`src/design/bed_level_motor_speed_law_defines.svh`:
```
// Assertion macros for the bed level motor speed law.
// The including module must provide clk and rst_n.
`ifndef BED_LEVEL_MOTOR_SPEED_LAW_DEFINES_SVH
`define BED_LEVEL_MOTOR_SPEED_LAW_DEFINES_SVH

// Same-cycle implication, disabled during reset.
`define BLMSL_ASSERT_IMP(label, pre, post) \
  label: assert property (@(posedge clk) disable iff (!rst_n) (pre) |-> (post)) \
    else $error("blmsl: same-cycle check failed");

// Next-cycle implication, disabled during reset.
`define BLMSL_ASSERT_NEXT(label, pre, post) \
  label: assert property (@(posedge clk) disable iff (!rst_n) (pre) |=> (post)) \
    else $error("blmsl: next-cycle check failed");

`endif

```
`src/design/blmsl_pkg.sv`:
```
// Package for the bed level motor speed law: payload, configuration and queue types,
// register indexes, reset values and small arithmetic helpers. No dependencies.
`default_nettype none

package blmsl_pkg;

  localparam int NUM_MOTORS_DEF  = 4;
  localparam int SPEED_FLOOR_DEF = 328;
  localparam int Q_DEPTH_DEF     = 4;

  localparam int CFG_IDX_W  = 3;
  localparam int CFG_DATA_W = 16;
  localparam int LIMIT_W    = 17;

  localparam logic [CFG_IDX_W-1:0] REG_ROLL_GAIN        = 3'd0;
  localparam logic [CFG_IDX_W-1:0] REG_PITCH_GAIN       = 3'd1;
  localparam logic [CFG_IDX_W-1:0] REG_DEAD_BAND        = 3'd2;
  localparam logic [CFG_IDX_W-1:0] REG_SPEED_LIMIT      = 3'd3;
  localparam logic [CFG_IDX_W-1:0] REG_TRIM_FRACTION    = 3'd4;
  localparam logic [CFG_IDX_W-1:0] REG_WITHIN_TOLERANCE = 3'd5;
  localparam logic [CFG_IDX_W-1:0] REG_CORNER_POLARITY  = 3'd6;

  localparam logic [15:0] ROLL_GAIN_RST        = 16'd614;
  localparam logic [15:0] PITCH_GAIN_RST       = 16'd614;
  localparam logic [14:0] DEAD_BAND_RST        = 15'd64;
  localparam logic [14:0] SPEED_LIMIT_RST      = 15'd4096;
  localparam logic [12:0] TRIM_FRACTION_RST    = 13'd614;
  localparam logic [14:0] WITHIN_TOLERANCE_RST = 15'd128;
  localparam logic [11:0] CORNER_POLARITY_RST  = 12'd0;

  localparam logic FUNC_LEVEL = 1'b0;
  localparam logic FUNC_TRIM  = 1'b1;

  typedef struct packed {
    logic              func;
    logic              front_ok;
    logic signed [15:0] front_pitch;
    logic signed [15:0] front_roll;
    logic              rear_ok;
    logic signed [15:0] rear_pitch;
    logic signed [15:0] rear_roll;
    logic [14:0]       group_speed;
  } in_item_t;

  typedef struct packed {
    logic [2:0]         motor_index;
    logic signed [15:0] velocity;
    logic               in_deadband;
    logic               within_target;
    logic               sensors_ok;
    logic               last;
  } out_item_t;

  typedef struct packed {
    logic [15:0] roll_gain;
    logic [15:0] pitch_gain;
    logic [14:0] dead_band;
    logic [14:0] speed_limit;
    logic [12:0] trim_fraction;
    logic [14:0] within_tolerance;
    logic [11:0] corner_polarity;
  } cfg_t;

  // One classified sample, as handed from the front end to the back end.
  typedef struct packed {
    logic               func;
    logic               sensors_ok;
    logic               in_deadband;
    logic               within_target;
    logic signed [15:0] front_err;
    logic signed [15:0] rear_err;
    logic signed [15:0] pitch_err;
    logic [LIMIT_W-1:0] limit;
  } cls_t;

  // Per-result tag that travels down the back-end pipeline.
  typedef struct packed {
    logic [2:0]         motor_index;
    logic               last;
    logic               func;
    logic [LIMIT_W-1:0] limit;
    logic               in_deadband;
    logic               within_target;
    logic               sensors_ok;
  } tag_t;

  function automatic logic signed [15:0] dead_band_of(logic signed [15:0] e,
                                                      logic [14:0] db);
    logic signed [16:0] e17;
    logic signed [16:0] d17;
    logic signed [16:0] res;
    e17 = {e[15], e};
    d17 = {2'b00, db};
    if (e17 > d17) begin
      res = e17 - d17;
    end else if (e17 < -d17) begin
      res = e17 + d17;
    end else begin
      res = '0;
    end
    return res[15:0];
  endfunction

  function automatic logic [16:0] abs17(logic signed [16:0] x);
    logic signed [16:0] neg;
    neg = -x;
    return x[16] ? neg : x;
  endfunction

  // Polarity bits of a motor; motors above the register's reach are rear, both signs negative.
  function automatic logic [2:0] pol_of(logic [11:0] cp, logic [2:0] idx);
    logic [2:0] res;
    case (idx)
      3'd0: res = cp[2:0];
      3'd1: res = cp[5:3];
      3'd2: res = cp[8:6];
      3'd3: res = cp[11:9];
      default: res = 3'b000;
    endcase
    return res;
  endfunction

endpackage

`default_nettype wire

```
`src/design/blmsl_front.sv`:
```
// Front end of the bed level motor speed law: registers an accepted sample with its
// deadband errors, flags and trim product, and forms the queue entry. Uses blmsl_pkg.
`default_nettype none

module blmsl_front (
  input  wire logic             clk,
  input  wire logic             rst_n,
  input  wire blmsl_pkg::cfg_t  cfg,
  input  wire logic             accept,
  input  wire blmsl_pkg::in_item_t in_item,
  output logic                  push,
  output blmsl_pkg::cls_t       push_data
);

  logic               a_valid_r;
  logic               a_func_r;
  logic               a_ok_r;
  logic               a_indb_r;
  logic               a_within_r;
  logic signed [15:0] a_ferr_r;
  logic signed [15:0] a_rerr_r;
  logic signed [15:0] a_perr_r;
  logic [27:0]        a_prod_r;

  logic signed [16:0] pitch_sum;
  logic signed [15:0] mean;
  logic signed [16:0] fr17;
  logic signed [16:0] rr17;
  logic signed [16:0] twist;
  logic [16:0]        tol17;
  logic               ok;
  logic signed [15:0] ferr;
  logic signed [15:0] rerr;
  logic signed [15:0] perr;
  logic [28:0]        trim_rnd;

  always_comb begin
    pitch_sum = {in_item.front_pitch[15], in_item.front_pitch}
              + {in_item.rear_pitch[15], in_item.rear_pitch};
    mean  = pitch_sum[16:1];
    fr17  = {in_item.front_roll[15], in_item.front_roll};
    rr17  = {in_item.rear_roll[15], in_item.rear_roll};
    twist = fr17 - rr17;
    tol17 = {2'b00, cfg.within_tolerance};
    ok    = in_item.front_ok & in_item.rear_ok;
    ferr  = blmsl_pkg::dead_band_of(in_item.front_roll, cfg.dead_band);
    rerr  = blmsl_pkg::dead_band_of(in_item.rear_roll, cfg.dead_band);
    perr  = blmsl_pkg::dead_band_of(mean, cfg.dead_band);
  end

  always_ff @(posedge clk) begin
    if (!rst_n) begin
      a_valid_r <= 1'b0;
    end else begin
      a_valid_r <= accept;
    end
  end

  always_ff @(posedge clk) begin
    if (accept) begin
      a_func_r   <= in_item.func;
      a_ok_r     <= ok;
      a_ferr_r   <= ferr;
      a_rerr_r   <= rerr;
      a_perr_r   <= perr;
      a_indb_r   <= ok && (ferr == '0) && (rerr == '0) && (perr == '0);
      a_within_r <= ok
                 && (blmsl_pkg::abs17(fr17) < tol17)
                 && (blmsl_pkg::abs17(rr17) < tol17)
                 && (blmsl_pkg::abs17({mean[15], mean}) < tol17)
                 && (blmsl_pkg::abs17(twist) < tol17);
      a_prod_r   <= cfg.trim_fraction * in_item.group_speed;
    end
  end

  always_comb begin
    trim_rnd                = {1'b0, a_prod_r} + 29'd2048;
    push                    = a_valid_r;
    push_data.func          = a_func_r;
    push_data.sensors_ok    = a_ok_r;
    push_data.in_deadband   = a_indb_r;
    push_data.within_target = a_within_r;
    push_data.front_err     = a_ferr_r;
    push_data.rear_err      = a_rerr_r;
    push_data.pitch_err     = a_perr_r;
    if (a_func_r == blmsl_pkg::FUNC_TRIM) begin
      push_data.limit = trim_rnd[28:12];
    end else begin
      push_data.limit = {2'b00, cfg.speed_limit};
    end
  end

endmodule

`default_nettype wire

```
`config.mk`:
```
export PLATFORM = sky130hd
export DESIGN_NAME = blmsl_front
export DESIGN_NICKNAME = d
export VERILOG_FILES = /design/src/design/bed_level_motor_speed_law_defines.svh /design/src/design/blmsl_pkg.sv /design/src/design/blmsl_front.sv
export SDC_FILE = /design/constraint.sdc
export NUM_CORES = 1
export LEC_CHECK = 0
export BUFFER_PORTS_ARGS = -buffer_cell sky130_fd_sc_hd__buf_2
export CAP_MARGIN = 40
export CORE_ASPECT_RATIO = 1.2
export CORE_MARGIN = 2
export CORE_UTILIZATION = 35
export CTS_CLUSTER_DIAMETER = 200
export DETAILED_ROUTE_END_ITERATION = 6
export SLEW_MARGIN = 20
export SYNTH_ARGS = -nofsm -noshare
export SYNTH_HDL_FRONTEND = slang
export SYNTH_SLANG_ARGS = --single-unit
```
`constraint.sdc`:
```
create_clock -name clk -period 7 [get_ports clk]
set_input_delay 0.7 -clock clk [delete_from_list [all_inputs] [get_ports clk]]
set_output_delay 0.7 -clock clk [all_outputs]
set_load 0.02 [all_outputs]
```
==> Yosys cells after proc, flatten, opt, wreduce, memory -nomap -nowiden <==
Cells that the tools add are included.
{ "word_totals": {"register_bits": 81, "inputBits": 187, "output_inout_bits": 70, "wordCells": 56} }
{ "op_classes": {"addsub": 14, "n_mul": 1, "n_lt_le_gt_ge": 10, "mux": 11, "bitwise": 1, "n_reduce_logical": 10} }
{ "op_table": {"columns": ["op", "n"], "rows": [
  ["$mux 16", 6],
  ["$mux 17", 5],
  ["$lt 17x15->1", 4],
  ["$lt 16x17->1", 3],
  ["$neg 16->17", 3],
  ["$add 16x16->16", 3],
  ["$gt 16x16->1", 3],
  ["$logic_not 16->1", 3],
  ["$sub 16x16->16", 3],
  ["$add 28x12->29 const B", 1],
  ["$mul 13x15->28", 1],
  ["$add 16x16->17", 1],
  ["$neg 15->17", 1],
  ["$neg 17->17", 1],
  ["$sub 16x16->17", 1],
  ["$logic_and 1x1->1", 7],
  ["$and 1x1->1", 1]
]} }

==> Longest topological paths before layout <==
{ "logic_depth": {"word_depth": 8, "mapped_depth": 26, "depth_no_buf": 25} }

==> Least setup slack after synthesis <==
OpenSTA, ideal clock, no wires.
{ "synth_timing": {"path_kind": "input to register", "startpoint": "input in_item[6] in the netlist's numbering", "endpoint": "register a_prod_r[27] (data pin)", "setup_ns": 0.259, "arrival_time_ns": 5.787, "t_required_ns": 6.741, "setup_slack_ns": 0.954, "cell_stages": 22, "n_path_buf": 1, "cell_sequence": "clkbuf_1 and2_1 fa_1 inv_1 fa_1 inv_1 fa_1 fa_1 inv_1 fa_1 inv_1 ha_1 a21o_1 a21oi_1 o21ai_0 nor3_1 o311ai_0 a31oi_1 nor3_1 a211o_1 a21oi_1 xnor2_1"} }
{ "synth_via": {"elab_chain_len": 1} }
{ "synth_lines": {"columns": ["item", "line", "text"], "rows": [
  ["start: declaration", "blmsl_front.sv:10", "input wire blmsl_pkg::in_item_t in_item,"],
  ["$mul 13x15->28", "blmsl_front.sv:72", "a_prod_r <= cfg.trim_fraction * in_item.group_speed;"],
  ["end signal: assignment", "blmsl_front.sv:72", null],
  ["end: declaration", "blmsl_front.sv:23", "logic [27:0] a_prod_r;"]
]} }
No other way between the ends.
A chain may end at the register's enable or synchronous reset.

==> Worst setup path after layout <==
{ "layout_timing": {"startpoint": "input cfg[30] in the netlist's numbering", "endpoint": "register a_prod_r[25] (data pin)"} }
{ "layout_via": {"elab_chain_len": 1} }
{ "layout_lines": {"columns": ["item", "line", "text"], "rows": [
  ["start: declaration", "blmsl_front.sv:8", "input wire blmsl_pkg::cfg_t cfg,"],
  ["$mul 13x15->28", "blmsl_front.sv:72", null]
]} }
No other way between the ends.

==> impl_metrics.json <==
{
  "worst_pin_slew_ns": 0.8341,
  "required_ns": 7.11,
  "rsz0062_at_grt": "no",
  "cts_buffers": 9,
  "m1WireLength_mm": 25.19,
  "synth_cells": 2212,
  "synth-seq-area-share": 0.1140,
  "synth-seq-cells": 70,
  "fin_nets": 3034,
  "syn-num-nets": 2849,
  "syn2layout_area_growth_pct": 12.18,
  "synth_area_leader_cell": "ha_1",
  "dpl.hpwl_mm": 51.14,
  "cp_max_fo": 15,
  "drc_errors": 0,
  "maxSlewHeadroom": 0.4440,
  "path_class": "in2reg",
  "ys_warn_count": 0,
  "start_util": 0.3559,
  "min_period_ns": 6.227,
  "async_reset_ff_frac": 0,
  "die_h_um": 254.9,
  "synth_top_family_by_area": "adder cells",
  "finalSetupTns_ns": 0,
  "die_w_um": 213.1,
  "syn_area_per_cell_um2": 8.299,
  "synth-compound-area-share": 0.1874,
  "status": "finished clean",
  "fin_total_pwr_mw": 5.402,
  "drt-pass1-iter-count": 5,
  "synth_flop_cell": "edfxtp_1",
  "leakagePower_nw": 9.663,
  "ys_types": 88,
  "muxShareOfSynthArea": 0.004635,
  "clk_pin_slew_ns": 0.06,
  "grt_start_max_net_pins": 55,
  "coreArea_um2": 51580,
  "multi_input_area_um2": 14940,
  "maxCapViolations": 0,
  "grt_usage": 0.2275,
  "seq_area_um2": 2092,
  "synth_edf_count": 69,
  "die_area_um2": 54300,
  "place.gp.congestion": 0.9708,
  "synth.most_common_cell": "ha_1",
  "drtIter0Drc": 1227,
  "synthSimpleGateAreaFrac": 0.1917,
  "overflow": 0,
  "fmax_mhz": 160.6,
  "whs_ns": 0.5253,
  "setup_viol": 0,
  "filler_cell_count": 5295,
  "totalWireLength_mm": 61.48,
  "drt-wirelength-per-cell_um": 19.81,
  "holdBufCountCts": 0,
  "cts_tree": "yes",
  "rows": 91,
  "synth-xor-area-share": 0.06107,
  "vias": 17090,
  "dr_wl_met3_mm": 3.230,
  "root_buffer": "clkbuf_16",
  "io_buffers": 212,
  "synth_top_area_frac": 0.2045,
  "drive_above_1_share": 0.1253,
  "critPathArrivalTime_ns": 6.33,
  "cts_setup_buffers": 0,
  "hold_class": "in2reg",
  "htree_levels": 3,
  "clockBufferDepth": 2,
  "hold_viol_final": 0,
  "cts.repair.resized": 0,
  "postRouteAntennaNets": 0,
  "slew_violations": 0,
  "highest_layer": "met5",
  "p_per_area_nw_per_um2": 262.3,
  "syn_area_um2": 18360,
  "grt_pass1_wl_mm": 95.14,
  "fin_crit_sh": 0.8896,
  "grt_pass1_vias": 17160,
  "synth-adder-area-share": 0.3681,
  "cp-start-kind": "primary input",
  "io_pins": 257,
  "synth_common_cells": "ha_1, inv_1, nand2_1",
  "vdd_drop_max_uv": 198.2,
  "dr_wl_met2_mm": 30.10,
  "synthTopCellsByArea": "ha_1, fa_1, edfxtp_1, inv_1, xnor2_1",
  "antenna_found_initial": 7,
  "cp-end-kind": "register",
  "cts_sinks": 70,
  "post_drt_via_cell_ratio": 5.507
}
==> report_power, final <==
part	internal, mW	switching (mW)	total [mW]
Combinational	1.68	2.42	4.10
Clock	0.313	0.196	0.510
Sequential	0.725	0.0698	0.795
==> path summary, 6_finish.rpt <==
kind                         from           end  slack, ns  cells after the start
worst min-delay path  in_item[81]      a_func_r       0.53                      1
worst max-delay path      cfg[30]  a_prod_r[25]       0.77                     23
==> cells in the final DEF, fill, tap and decap left out, drive strengths merged, types with 22 or more instances in the layout <==
cell type	netlist	final
ha	300	300
inv	269	270
buf	23	250
nand2	184	184
nor2	174	174
fa	150	150
a21oi	134	134
and2	108	108
o21ai	92	92
xnor2	85	85
edfxtp	69	69
xor2	43	43
nor3	43	43
nand3	34	34
a21o	33	33
a211oi	28	28
nor2b	28	28
nand2b	22	22
==> registers in the layout, indices dropped and copies added (netlist names) <==
name	flops
a_func_r	1
a_perr_r	16
a_rerr_r	16
push	1
a_within_r	1
a_ferr_r	16
a_prod_r	17
a_ok_r	1
a_indb_r	1
==> per-layer routing <==
metal	vias up	global-route usage
li1	8118	-
met1	8194	0.2785
met2	629	0.4043
met3	144	0.01804
met4	4	0.1057
met5	-	0
==> final cells by class <==
| cell class | count | area share |
|---|---|---|
| Clock buffer | 9 | 0.01094 |
| Clock inverter | 7 | 0.004679 |
| Sequential cell | 70 | 0.1016 |
| Tap cell | 697 | 0.04235 |
| Inverter | 269 | 0.04903 |
| Timing Repair Buffer | 250 | 0.06556 |
| Multi-Input combinational cell | 1797 | 0.7254 |
| Antenna cell | 4 | 0.0004861 |
==> critical path, cell delays in order <==
cell      delay [ns]
buf_2           0.18
and2_1          0.20
fa_1            0.55
inv_1           0.06
fa_1            0.54
inv_1           0.06
fa_1            0.47
fa_1            0.50
inv_1           0.06
fa_1            0.53
inv_1           0.04
ha_1            0.29
a21o_1          0.18
a21oi_1         0.18
o21ai_0         0.14
nor3_1          0.35
o311ai_0        0.25
a31oi_1         0.28
buf_4           0.16
o21bai_1        0.11
nand2_1         0.10
a21boi_0        0.12
o31a_1          0.26
==> cell families after synthesis <==
logic type | count (synthesis)
multiplexers | 8
AO/OA/AOI/OAI | 506
flip-flops | 70
AND/OR/NAND/NOR | 705
XOR/XNOR | 128
buffers and inverters | 345
adder cells (fa/ha/maj) | 450
==> metrics by stage <==
step,utilization,area [um^2],instances,worst slack [ns]
final,0.3992,20590,3103,0.7727
after global routing,0.3991,20590,3101,0.4091
after CTS,0.3990,20580,3099,0.7388
after detailed placement,0.3928,20260,3083,0.4151
after global placement,0.3924,20240,3081,0.4466
after floorplan,-,18360,2212,0.9541
Note: power is estimated with default switching activity, not from simulation.
