===== config.mk =====
export PLATFORM = sky130hd
export DESIGN_NAME = blmsl_queue
export DESIGN_NICKNAME = d
export VERILOG_FILES = /design/src/design/bed_level_motor_speed_law_defines.svh /design/src/design/blmsl_pkg.sv /design/src/design/blmsl_queue.sv
export SDC_FILE = /design/constraint.sdc
export NUM_CORES = 1
export LEC_CHECK = 0
export BUFFER_PORTS_ARGS = -buffer_cell sky130_fd_sc_hd__buf_2
export CAP_MARGIN = 30
export CORE_UTILIZATION = 57
export DETAILED_ROUTE_END_ITERATION = 16
export PLACE_DENSITY = 0.8
export SYNTH_ARGS = -nofsm -noshare
export SYNTH_HDL_FRONTEND = slang
export SYNTH_SLANG_ARGS = --single-unit

===== constraint.sdc =====
create_clock -name clk -period 3.7 [get_ports clk]
set_input_delay 0.37 -clock clk [delete_from_list [all_inputs] [get_ports clk]]
set_output_delay 0.37 -clock clk [all_outputs]
set_load 0.005 [all_outputs]

===== src/design/bed_level_motor_speed_law_defines.svh =====
// Assertion macros for the bed level motor speed law.
// The including module must provide clk and rst_n.
`ifndef BED_LEVEL_MOTOR_SPEED_LAW_DEFINES_SVH
`define BED_LEVEL_MOTOR_SPEED_LAW_DEFINES_SVH

// Same-cycle implication, disabled during reset.
`define BLMSL_ASSERT_IMP(label, pre, post) \
  label: assert property (@(posedge clk) disable iff (!rst_n) (pre) |-> (post)) \
    else $error("blmsl: same-cycle check failed");

// Next-cycle implication, disabled during reset.
`define BLMSL_ASSERT_NEXT(label, pre, post) \
  label: assert property (@(posedge clk) disable iff (!rst_n) (pre) |=> (post)) \
    else $error("blmsl: next-cycle check failed");

`endif


===== src/design/blmsl_pkg.sv =====
// Package for the bed level motor speed law: payload, configuration and queue types,
// register indexes, reset values and small arithmetic helpers. No dependencies.
`default_nettype none

package blmsl_pkg;

  localparam int NUM_MOTORS_DEF  = 4;
  localparam int SPEED_FLOOR_DEF = 328;
  localparam int Q_DEPTH_DEF     = 4;

  localparam int CFG_IDX_W  = 3;
  localparam int CFG_DATA_W = 16;
  localparam int LIMIT_W    = 17;

  localparam logic [CFG_IDX_W-1:0] REG_ROLL_GAIN        = 3'd0;
  localparam logic [CFG_IDX_W-1:0] REG_PITCH_GAIN       = 3'd1;
  localparam logic [CFG_IDX_W-1:0] REG_DEAD_BAND        = 3'd2;
  localparam logic [CFG_IDX_W-1:0] REG_SPEED_LIMIT      = 3'd3;
  localparam logic [CFG_IDX_W-1:0] REG_TRIM_FRACTION    = 3'd4;
  localparam logic [CFG_IDX_W-1:0] REG_WITHIN_TOLERANCE = 3'd5;
  localparam logic [CFG_IDX_W-1:0] REG_CORNER_POLARITY  = 3'd6;

  localparam logic [15:0] ROLL_GAIN_RST        = 16'd614;
  localparam logic [15:0] PITCH_GAIN_RST       = 16'd614;
  localparam logic [14:0] DEAD_BAND_RST        = 15'd64;
  localparam logic [14:0] SPEED_LIMIT_RST      = 15'd4096;
  localparam logic [12:0] TRIM_FRACTION_RST    = 13'd614;
  localparam logic [14:0] WITHIN_TOLERANCE_RST = 15'd128;
  localparam logic [11:0] CORNER_POLARITY_RST  = 12'd0;

  localparam logic FUNC_LEVEL = 1'b0;
  localparam logic FUNC_TRIM  = 1'b1;

  typedef struct packed {
    logic              func;
    logic              front_ok;
    logic signed [15:0] front_pitch;
    logic signed [15:0] front_roll;
    logic              rear_ok;
    logic signed [15:0] rear_pitch;
    logic signed [15:0] rear_roll;
    logic [14:0]       group_speed;
  } in_item_t;

  typedef struct packed {
    logic [2:0]         motor_index;
    logic signed [15:0] velocity;
    logic               in_deadband;
    logic               within_target;
    logic               sensors_ok;
    logic               last;
  } out_item_t;

  typedef struct packed {
    logic [15:0] roll_gain;
    logic [15:0] pitch_gain;
    logic [14:0] dead_band;
    logic [14:0] speed_limit;
    logic [12:0] trim_fraction;
    logic [14:0] within_tolerance;
    logic [11:0] corner_polarity;
  } cfg_t;

  // One classified sample, as handed from the front end to the back end.
  typedef struct packed {
    logic               func;
    logic               sensors_ok;
    logic               in_deadband;
    logic               within_target;
    logic signed [15:0] front_err;
    logic signed [15:0] rear_err;
    logic signed [15:0] pitch_err;
    logic [LIMIT_W-1:0] limit;
  } cls_t;

  // Per-result tag that travels down the back-end pipeline.
  typedef struct packed {
    logic [2:0]         motor_index;
    logic               last;
    logic               func;
    logic [LIMIT_W-1:0] limit;
    logic               in_deadband;
    logic               within_target;
    logic               sensors_ok;
  } tag_t;

  function automatic logic signed [15:0] dead_band_of(logic signed [15:0] e,
                                                      logic [14:0] db);
    logic signed [16:0] e17;
    logic signed [16:0] d17;
    logic signed [16:0] res;
    e17 = {e[15], e};
    d17 = {2'b00, db};
    if (e17 > d17) begin
      res = e17 - d17;
    end else if (e17 < -d17) begin
      res = e17 + d17;
    end else begin
      res = '0;
    end
    return res[15:0];
  endfunction

  function automatic logic [16:0] abs17(logic signed [16:0] x);
    logic signed [16:0] neg;
    neg = -x;
    return x[16] ? neg : x;
  endfunction

  // Polarity bits of a motor; motors above the register's reach are rear, both signs negative.
  function automatic logic [2:0] pol_of(logic [11:0] cp, logic [2:0] idx);
    logic [2:0] res;
    case (idx)
      3'd0: res = cp[2:0];
      3'd1: res = cp[5:3];
      3'd2: res = cp[8:6];
      3'd3: res = cp[11:9];
      default: res = 3'b000;
    endcase
    return res;
  endfunction

endpackage

`default_nettype wire


===== src/design/blmsl_queue.sv =====
// Small first-word-fall-through queue of classified samples between the front and
// back ends of the bed level motor speed law. Uses blmsl_pkg.
`default_nettype none

module blmsl_queue #(
  parameter int DEPTH = blmsl_pkg::Q_DEPTH_DEF
) (
  input  wire logic                       clk,
  input  wire logic                       rst_n,
  input  wire logic                       push,
  input  wire blmsl_pkg::cls_t            push_data,
  input  wire logic                       pop,
  output blmsl_pkg::cls_t                 head,
  output logic                            not_empty,
  output logic [$clog2(DEPTH+1)-1:0]      count
);

  localparam int PW = $clog2(DEPTH);
  localparam int CW = $clog2(DEPTH+1);
  localparam logic [PW-1:0] LAST_PTR = PW'(DEPTH-1);

  blmsl_pkg::cls_t entries_r [DEPTH];
  logic [PW-1:0]   wr_ptr_r;
  logic [PW-1:0]   wr_ptr_nxt;
  logic [PW-1:0]   rd_ptr_r;
  logic [PW-1:0]   rd_ptr_nxt;
  logic [CW-1:0]   count_r;
  logic [CW-1:0]   count_nxt;

  always_comb begin
    wr_ptr_nxt = wr_ptr_r;
    rd_ptr_nxt = rd_ptr_r;
    count_nxt  = count_r;
    if (push) begin
      wr_ptr_nxt = (wr_ptr_r == LAST_PTR) ? '0 : wr_ptr_r + 1'b1;
    end
    if (pop) begin
      rd_ptr_nxt = (rd_ptr_r == LAST_PTR) ? '0 : rd_ptr_r + 1'b1;
    end
    if (push && !pop) begin
      count_nxt = count_r + 1'b1;
    end else if (pop && !push) begin
      count_nxt = count_r - 1'b1;
    end
  end

  always_ff @(posedge clk) begin
    if (!rst_n) begin
      wr_ptr_r <= '0;
      rd_ptr_r <= '0;
      count_r  <= '0;
    end else begin
      wr_ptr_r <= wr_ptr_nxt;
      rd_ptr_r <= rd_ptr_nxt;
      count_r  <= count_nxt;
    end
  end

  always_ff @(posedge clk) begin
    if (push) begin
      entries_r[wr_ptr_r] <= push_data;
    end
  end

  assign head      = entries_r[rd_ptr_r];
  assign not_empty = (count_r != '0);
  assign count     = count_r;

endmodule

`default_nettype wire


### Word level (Yosys, flattened, before mapping)

Memories as Yosys holds them, arrays and structs flattened. A register that Yosys moved wholly into a read port is not among the register bits.
Cells that the tools add are included.

| cells by class | value |
|---|---|
| add/sub/neg operators | 4 |
| multiply operators | 0 |
| div/mod/pow operators | 0 |
| magnitude comparators | 0 |
| equal/unequal tests | 2 |
| shift-type cells | 0 |
| multiplexer cells | 8 |
| bitwise logic cells | 0 |
| reduce and logical (&&, ||, !) cells | 6 |

Operators by type and width:

| operator | count |
|---|---|
| 2-to-1 mux 2 bit | 4 |
| 2-to-1 mux 3 bit | 2 |
| adder 2 x 1 -> 2 bit (second input constant) | 2 |
| == test 2 bit (second input constant) | 2 |
| adder 3 x 1 -> 3 bit (second input constant) | 1 |
| nonzero test 3 bit | 1 |
| subtractor 3 x 1 -> 3 bit (second input constant) | 1 |
| logical AND 1 bit | 2 |
| logical NOT 1 bit | 2 |
| 2-to-1 mux 1 bit | 2 |
| nonzero test 2 bit | 1 |

| storage, ports and cells | value |
|---|---|
| register bits | 7 |
| bits in latches | 0 |
| bits in writable memories | 276 |
| memory bits (read-only) | 0 |
| output and inout bits | 73 |
| logic and storage cells | 24 |
| memories kept | 1 |

Memories:

| name | words | bits a word | rd ports | clocked after Yosys merged registers in | write ports | line | RTL |
|---|---|---|---|---|---|---|---|
| entries_r | 4 | 69 | 1 | 1 | 1 | blmsl_queue.sv:22 | `blmsl_pkg::cls_t entries_r [DEPTH];` |

### Logic depth before layout (Yosys ltp)

Gate-level depths: netlist of run 1.

| logic depth | value |
|---|---|
| depth after elaboration | 4 |
| gate-level depth with buffers | 7 |

### Worst setup path after synthesis of run 1

OpenSTA, ideal clock, no wires.

| path | value |
|---|---|
| path type | register to register |
| start | register wr_ptr_r[0] |
| end | memory entries_r[3][0] (netlist bit) (enable) |
| setup time | 0.434 ns |
| arrival | 2.166 ns |
| required time | 3.266 ns |
| path slack | 1.100 ns |
| cell stages (with the launch flop) | 3 |
| period minus slack after synthesis | 2.600 ns |
| cells stage by stage | dfxtp_1 -> ha_1 -> and2_1 |

RTL lines:

| what | line | RTL |
|---|---|---|
| start, declared | blmsl_queue.sv:23 | `logic [PW-1:0] wr_ptr_r;` |
| start signal, assigned | blmsl_queue.sv:53 | `wr_ptr_r <= wr_ptr_nxt;` |
| end, declared | blmsl_queue.sv:22 |  |

No word-level cell before the write port.

==> run metrics, run 1 <==
status=finished, final reports clean; vias post-DR=4653; FF-to-FF Start=wr_ptr_r[1]; Clock power frac=40.1%; Worst Hold Depth=1; setup bufs post-CTS=0; GP Congestion=0.738; Hold Buf Count CTS=0; critical path class=register to output port; cell row count=49; fin nets=650; P_leak=4.24 nW; worst path arrival time=2.30 ns; Layout Skew=0.00752 ns; residual DRC count=0; Power Dens Cells=576 nW/um^2; Max-slew headroom=61.9%; Post-synth ARST share=0%; First-pass DRT Iterations=4; vias in the first global route=5027; initial antenna violation count=3; NetSw=0.00142 W; Seq cells post-synth=285; Post-DP HPWL=10.7 mm; IR drop worst, VDD=0.479 mV; pre-CTS WS=1.50 ns; setup ws final=1.03 ns; largest net degree at the start of global routing=59; Synth-to-Final Area Change=19.5%; Die W=137 um; Ports=146; r2r worst-path depth=4; syn_nets=484; final worst-path cycle share=72.2%; FF/Latch Area=8480 um^2; H-Tree Depth=1; Fin. Hold Viols=0; filler instances=1106; input/output buffers=145; Overall Power=0.00717 W; worst hold endpoint=entries_r[0][44]; grt ovf=0; area occupied by multi-input gates=1820 um^2; Synth warnings=0; drt initial violations=314; Sw Ratio=19.8%; Min-Delay Path Class=input port to register; post-synth top area share=79.5%; clock-pin slew on the worst setup and hold paths=0.06 ns; Final Slew Violations=0; CTS tree=yes; crit-path cells=buf_4, mux4_2, buf_2; Global Route Usage Sum=19.1%; post-synth top area cell=edfxtp_1; first-pass GRT wire length=26.5 mm; fraction of layout cells with a size suffix above 1=45.7%; Resize count post-CTS=0; Skew-Pair Late Insertion Delay=0.52 ns; Mapped Cells=404; vias per cell=5.67; Root Buffer=clkbuf_16; CP max stage delay=0.71 ns; Die Area=18800 um^2; Worst EP required=3.33 ns; max_cap viols=0; post-route setup TNS=0 ns; Final setup viols=0; max frequency=374 MHz; Crit Path Max Fanout=28; Combinational Power Share=7.6%; FF-to-FF setup slack=1.96 ns; most frequent cell after synthesis=edfxtp_1; most frequent cells after synthesis=edfxtp_1 (276), mux4_2 (69), dfxtp_1 (9); Startpoint Class=register; cell internal pwr=0.00575 W; synth top area cells=edfxtp_1 (80%), mux4_2 (15%), dfxtp_1 (1.7%), ha_1 (0.72%), buf_4 (0.43%); starting density of the core=58.0%; Worst setup EP type=output port; ys flop type=edfxtp_1; wire per inst=21.4 um; Distinct cells, synth=22; Avg Synthesized Cell Area=25.8 um^2; CP max-delay cell=dfxtp_4; post-synthesis cell area=10400 um^2; Num CTS Buffers=28; Total Wirelength=17.6 mm; Post-synth EDFFs=276; measured slew at the worst slew-check pin=0.572 ns; core area=18000 um^2; Routed Antenna Nets=0; CTS Buffer Depth=3; RSZ-0062 raised after global routing=false; sequential fraction of the synthesis area=81.3%; Cell Area, Placed=11500 um^2; hold_sp=push_data[44]; fin area=12400 um^2; Period minus WS final=2.67 ns; clk sinks=285; Flop pwr share=52.4%; die height=137 um; worst r2r dst=entries_r[1][18]
## worst max-delay path by stage
| stage | start | to | slack [ns] |
|---|---|---|---|
| 2_1_floorplan | wr_ptr_r[0] | entries_r[3][0] | 1.10 |
| 4_1_cts | register | head[19] | 0.94 |
| 6_report | register | head[19] | 1.03 |
| 3_3_place_gp | register | head[42] | 1.50 |
| 3_5_place_dp | register | head[42] | 1.50 |
| 5_1_grt | register | head[13] | 0.84 |
## cell usage in the layout (no fill, tap or decap)
| cell | instances |
|---|---|
| clkbuf_1 | 3 |
| fa_1 | 1 |
| mux4_2 | 69 |
| edfxtp_1 | 276 |
| o21ai_0 | 1 |
| dfxtp_4 | 2 |
| and2_1 | 1 |
| and2_4 | 4 |
| a21boi_0 | 1 |
| clkinv_2 | 7 |
| nor3_1 | 1 |
| dfxtp_1 | 7 |
| buf_4 | 1 |
| mux2i_1 | 4 |
| ha_1 | 6 |
| xnor2_1 | 1 |
| buf_2 | 145 |
| or3_1 | 2 |
| nor2b_1 | 5 |
| nor2_1 | 1 |
| clkbuf_16 | 29 |
| o21a_1 | 1 |
| bufinv_16 | 5 |
| inv_1 | 4 |
| clkinv_1 | 5 |
| clkinvlp_4 | 2 |
| buf_12 | 1 |
| buf_16 | 5 |
| xor2_1 | 1 |
| diode_2 | 1 |
## cell type report
cell class	count	area share [%]
flip-flops and latches	285	68.1
well taps	229	2.30
clock buffers	32	5.92
multi-input cells	99	14.6
clock inverters	19	1.76
inverters	4	0.121
repair buffers	152	7.16
diodes	1	0.0201
## sequential cells by signal (all words and copies together) (netlist names), named ones only
signal / cells
count: 3
wr_ptr_r: 2
entries_r: 276
rd_ptr_r: 2
## critical path, delay by kind of cell, from the launching register on
| kind | cells | cell delay [ns] |
|---|---|---|
| muxes | 1 | 0.54 |
| buffers and inverters | 2 | 0.52 |
| DFF | 1 | 0.71 |
## power groups by stage
stage | registers, W | clock network [W] | logic [W]
floorplan | 0.00380 | 0 | 0.000316
global placement | 0.00383 | 0 | 0.000503
detailed placement | 0.00383 | 0 | 0.000551
CTS | 0.00376 | 0.00292 | 0.000555
global route | 0.00377 | 0.00305 | 0.000591
finish | 0.00376 | 0.00287 | 0.000543
## per-stage QoR
stage	util, %	hold WS (ns)	std cells
6_report	69.3	0.0670	821
5_1_grt	69.3	0.0508	821
4_1_cts	69.3	0.0461	820
3_5_place_dp	64.0	0.510	769
3_3_place_gp	63.2	0.482	764
2_1_floorplan	-	0.469	404
## kinds of logic after synthesis
| logic type | count (synthesis) | share of synthesized area (%) |
|---|---|---|
| DFF | 285 | 81.3 |
| adders and majority gates | 7 | 0.913 |
| and+or+nand+nor | 14 | 0.805 |
| AOI/OAI and AO/OA | 3 | 0.192 |
| buffers and inverters | 20 | 1.34 |
| muxes | 73 | 15.3 |
| xor gates and xnor gates | 2 | 0.168 |
## layer usage
layer	part of all wire, %	global-route usage, %	up-vias	routed length, um
met5	0.15	0	-	27
met4	2.5	6.35	4	431
met3	6.2	4.56	38	1090
met2	52	32.7	137	9070
met1	40	24.3	2414	6940
li1	-	-	2060	-
(Power assumes the default switching activity.)
==> inputs of run 2 (changes only) <==
Clock period 3.7 ns to 2.76 ns, I/O delays scaled along.
==> run 2 against run 1 <==
Net effect:
- power is 31% higher
- via count is 6.6% higher
- clock skew is 0.0083 ns higher
- die area stayed put
- critical endpoint is now head[28]
- critical path depth stayed put
- sequential share of layout area is 3.2 points lower
- global-route usage is 1.4 points higher
==> run metrics, run 2 (synthesis results as in run 1) <==
vias per cell=5.55 (-2.1%); measured slew at the worst slew-check pin=0.531 ns (-0.0411 ns); input/output buffers=145 (unchanged); Startpoint Class=register; vias post-DR=4962 (+6.6%); FF-to-FF setup slack=0.98 ns (-0.98 ns); CP Buf/Inv Count=2 (unchanged); Worst Hold Depth=2 (+1); Global Route Usage Sum=20.5% (+1.4 points); worst r2r dst=entries_r[3][0]; wire per inst=21.0 um (-1.8%); first-pass GRT wire length=28.5 mm (+7.5%); clock-pin slew on the worst setup and hold paths=0.06 ns (about the same); met3 Use GR=5.37% (+0.81 points); pre-CTS WS=0.833 ns (-0.665 ns); Layout Skew=0.0158 ns (+0.00826 ns); RSZ-0062 raised after global routing=false; Resize count post-CTS=0 (unchanged); Min-Delay Path Class=input port to register; Root Buffer=clkbuf_16; CP max stage delay=0.57 ns (-0.14 ns); CTS tree=yes; NetSw=0.00193 W (+36%); Hold Buf Count CTS=69 (+69); most common cell after layout, fill and taps aside=edfxtp_1; residual DRC count=0 (unchanged); Overall Power=0.00942 W (+31%); Flop pwr share=53.4% (+1.0 points); IR drop worst, VDD=0.663 mV (+38%); grt ovf=0 (unchanged); Total Wirelength=18.8 mm (+6.9%); drt initial violations=274 (-13%); Max-slew headroom=64.6% (+2.7 points); clk sinks=285 (unchanged); fin area=13100 um^2 (+4.9%); Routed Antenna Nets=0 (unchanged); GP Congestion=0.770 (+4.4%); Cell Area, Placed=11500 um^2 (unchanged); GR Util met2=35.5% (+2.8 points); Worst setup EP type=output port; Worst EP required=2.48 ns (-0.85 ns); FF-to-FF Start=wr_ptr_r[0]; fin nets=724 (+11%); Combinational Power Share=8.7% (+1.1 points); Fin. Hold Viols=0 (unchanged); critical path class=register to output port; setup bufs post-CTS=0 (unchanged); met1 usage=26.1% (+1.8 points); P_leak=4.50 nW (+6.2%); Largest register FFs=276 (unchanged); fraction of layout cells with a size suffix above 1=40.7% (-5.0 points); Skew-Pair Late Insertion Delay=0.52 ns (about the same); status=finished, final reports clean; vias in the first global route=5355 (+6.5%); final worst-path cycle share=88.1%; Period minus WS final=2.43 ns; delay-heaviest family, CP=multiplexers; most frequent cells in the layout=edfxtp_1 (276), buf_2 (145), mux4_2 (69), dlygate4sd3_1 (69), clkbuf_16 (29); FF/Latch Area=8480 um^2 (unchanged); Die Area=18800 um^2 (unchanged); Post-DP HPWL=10.9 mm (+2.0%); cell internal pwr=0.00748 W (+30%); post-route setup TNS=0 ns (unchanged); hold_sp=rst_n; max frequency=411 MHz; Ports=146 (unchanged); First-pass DRT Iterations=6 (+2); Die W=137 um (unchanged); largest net degree at the start of global routing=39 (-34%); CTS Buffer Depth=3 (unchanged); starting density of the core=58.0% (unchanged); Final Slew Violations=0 (unchanged); Num CTS Buffers=28 (unchanged); Crit Path Max Fanout=37 (+32%); Sw Ratio=20.5% (+0.69 points); crit-path cells=buf_12, mux4_2, buf_2; busiest layer in global routing=met2; r2r worst-path depth=3 (-1); Synth-to-Final Area Change=25.3%; area occupied by multi-input gates=1820 um^2 (unchanged); die height=137 um (unchanged); Power Dens Cells=722 nW/um^2 (+25%); initial antenna violation count=2 (-1); CP max-delay cell=mux4_2; H-Tree Depth=1 (unchanged); Final setup viols=0 (unchanged); setup ws final=0.330 ns (-0.697 ns); filler instances=1018 (-8.0%); core area=18000 um^2 (unchanged); worst path arrival time=2.15 ns (-0.15 ns); Biggest register=entries_r; Clock power frac=37.9% (-2.2 points); max_cap viols=0 (unchanged); cell row count=49 (unchanged)
run 2: worst max-delay path by stage:
stage | from | to | depth (start not counted)
6_report | register | head[28] | 3
5_1_grt | register | head[28] | 3
4_1_cts | register | head[61] | 3
3_5_place_dp | register | head[31] | 3
3_3_place_gp | register | head[61] | 3
2_1_floorplan | wr_ptr_r[0] | entries_r[3][0] | 2
run 2: cell type report:
type                    count  area share [%]
diodes                      1          0.0192
clock buffers              33            5.68
clock inverters            17           0.987
inverters                   4           0.115
multi-input cells          99            13.9
flip-flops and latches    285            64.9
well taps                 229            2.20
repair buffers            226            12.1
run 2: routing by layer:
metal | part of all wire [%] | vias to the layer above
met5 | 0.064 | -
met4 | 1.1 | 2
met3 | 6.6 | 21
met2 | 52 | 152
met1 | 40 | 2575
li1 | - | 2212
run 2: power by group through the flow:
stage / clock [W] / combinational [W] / sequential (W)
floorplan: 0 / 0.000424 / 0.00509
global placement: 0 / 0.000732 / 0.00510
detailed placement: 0 / 0.000757 / 0.00512
CTS: 0.00363 / 0.000840 / 0.00503
global route: 0.00380 / 0.000897 / 0.00504
finish: 0.00357 / 0.000824 / 0.00502
run 2: stage by stage:
step	utilization (%)	hold slack, ns	instances
final	72.7	0.0646	894
after global routing	72.7	0.0628	894
after CTS	72.6	0.0446	893
after detailed placement	64.0	0.493	774
after global placement	64.0	0.485	774
after floorplan	-	0.375	404
==> inputs of run 3 (changes only) <==
==> constraint.sdc (replaced) <==
create_clock -name clk -period 2.76 [get_ports clk]
set_input_delay 0.276 -clock clk [delete_from_list [all_inputs] [get_ports clk]]
set_output_delay 0.276 -clock clk [all_outputs]
set_load 0.1 [all_outputs]
==> run 3 against run 2 <==
Net effect:
- first-iteration DRC count increased by 4.4%
- wire length decreased by 0.31%
- largest power group unchanged
- via count decreased by 0.85%
==> run metrics, run 3 (synthesis results as in run 1) <==
r2r worst-path depth=4 (+1); Min-Delay Path Class=input port to register; vias in the first global route=5363 (+0.15%); GP Congestion=0.734 (-4.6%); P_leak=4.48 nW (-0.42%); pre-CTS WS=0.792 ns (-0.0407 ns); Period minus WS final=2.46 ns (+0.0338 ns); most common cell after layout, fill and taps aside=edfxtp_1; Max-slew headroom=59.8% (-4.8 points); worst r2r dst=entries_r[0][48]; vias per cell=5.53 (-0.29%); max_cap viols=0 (unchanged); Worst Hold Depth=2 (unchanged); setup ws final=0.296 ns (-0.0338 ns); crit-path cells=buf_12, mux4_2, buf_2; grt ovf=0 (unchanged); post-route setup TNS=0 ns (unchanged); delay-heaviest family, CP=buffers and inverters; Layout Skew=0.00617 ns (-0.00961 ns); Largest register FFs=276 (unchanged); largest net degree at the start of global routing=37 (-5.1%); clock-pin slew on the worst setup and hold paths=0.06 ns (about the same); Die W=137 um (unchanged); Global Route Usage Sum=20.8% (+0.24 points); final core occ=72.5% (-0.15 points); Root Buffer=clkbuf_16; max frequency=406 MHz (-1.4%); vias post-DR=4920 (-0.85%); CP max-delay cell=mux4_2; # placed instances=775 (+0.13%); status=finished, final reports clean; cell row count=49 (unchanged); residual DRC count=0 (unchanged); IR drop worst, VDD=0.677 mV (+2.0%); final worst-path cycle share=89.3% (+1.2 points); Total Wirelength=18.7 mm (-0.31%); Final Slew Violations=0 (unchanged); Layout Cells excl Fill=889 (-0.56%); die height=137 um (unchanged); Skew-Pair Late Insertion Delay=0.51 ns (about the same); worst hold endpoint=count[0]; Min Hold Slack=0.0751 ns (+0.0106 ns); fraction of layout cells with a size suffix above 1=40.4% (-0.30 points); measured slew at the worst slew-check pin=0.603 ns (+0.0721 ns); H-Tree Depth=1 (unchanged); CTS tree=yes; first-pass GRT wire length=28.8 mm (+0.97%); Synth-to-Final Area Change=25.0%; starting density of the core=58.0% (unchanged); Routed Antenna Nets=0 (unchanged); Power Dens Cells=796 nW/um^2 (+10%); First-pass DRT Iterations=5 (-1); Worst setup EP type=output port; Worst EP required=2.48 ns (about the same); wire per inst=21.0 um (+0.25%); clk sinks=285 (unchanged); Post-DP HPWL=11.2 mm (+2.4%); core area=18000 um^2 (unchanged); initial antenna violation count=2 (unchanged); Biggest register=entries_r; RSZ-0062 raised after global routing=false; Num CTS Buffers=27 (-3.6%); Final setup viols=0 (unchanged); Fin. Hold Viols=0 (unchanged); CP max stage delay=0.57 ns (about the same); Die Area=18800 um^2 (unchanged); Crit Path Max Fanout=26 (-30%); Startpoint Class=register; Ports=146 (unchanged); critical path class=register to output port; input/output buffers=145 (unchanged); CP Buf/Inv Count=2 (unchanged); CTS Buffer Depth=3 (unchanged); drt initial violations=286 (+4.4%); worst path arrival time=2.19 ns (+0.04 ns); hold_sp=rst_n; fin nets=724 (unchanged); FF-to-FF Start=wr_ptr_r[0]; FF-to-FF setup slack=0.94 ns (-0.04 ns); most frequent cells in the layout=edfxtp_1 (276), buf_2 (145), mux4_2 (69), dlygate4sd3_1 (69), clkbuf_16 (27)
run 3: changes by cell type in the layout (fill, tap and decap cells not counted):
cell,delta
clkinv_2,-3
clkbuf_16,-2
buf_12,+1
bufinv_16,+1
clkinv_1,-1
clkinv_4,-1
run 3: what timing repair did:
item                      CTS  global route
hold buffers               69             0
setup buffers               0             0
gates resized for setup     0             0
hold endpoints to repair  276             0
run 3: worst max-delay path by stage:
stage                           start               to  slack (ns)  cells after the start
final                        register         head[61]        0.30                      3
after global routing         register         head[61]        0.19                      3
after CTS                    register         head[61]        0.23                      3
after detailed placement     register         head[62]        0.79                      3
after global placement       register         head[61]        0.82                      3
after floorplan           wr_ptr_r[0]  entries_r[3][0]        0.16                      2
run 3: power breakdown:
| group | switching, W | internal (W) | leakage (nW) |
|---|---|---|---|
| combinational | 0.00145 | 0.000447 | 1.47 |
| clock | 0.00140 | 0.00204 | 0.403 |
| sequential | 0.0000702 | 0.00496 | 2.61 |
run 3: metal layers:
metal | track usage, % | vias to the layer above | wire length, um
li1 | - | 2200 | -
met1 | 26.8 | 2527 | 7500
met2 | 36.4 | 157 | 9870
met3 | 4.16 | 34 | 1020
met4 | 5.01 | 2 | 303
met5 | 0 | - | 12
run 3: area by class of cell:
type                    instances  area, um^2
flip-flops and latches        285        8480
clock buffers                  31         691
fillers                      1024        4940
repair buffers                227        1600
clock inverters                13         131
inverters                       4        15.0
diodes                          1        2.50
multi-input cells              99        1820
well taps                     229         287
run 3: stage by stage:
stage,instance area (um^2),total power [W]
floorplan,10400,0.00661
global placement,11500,0.00691
detailed placement,11500,0.00695
CTS,13000,0.0105
global route,13000,0.0107
finish,13000,0.0104
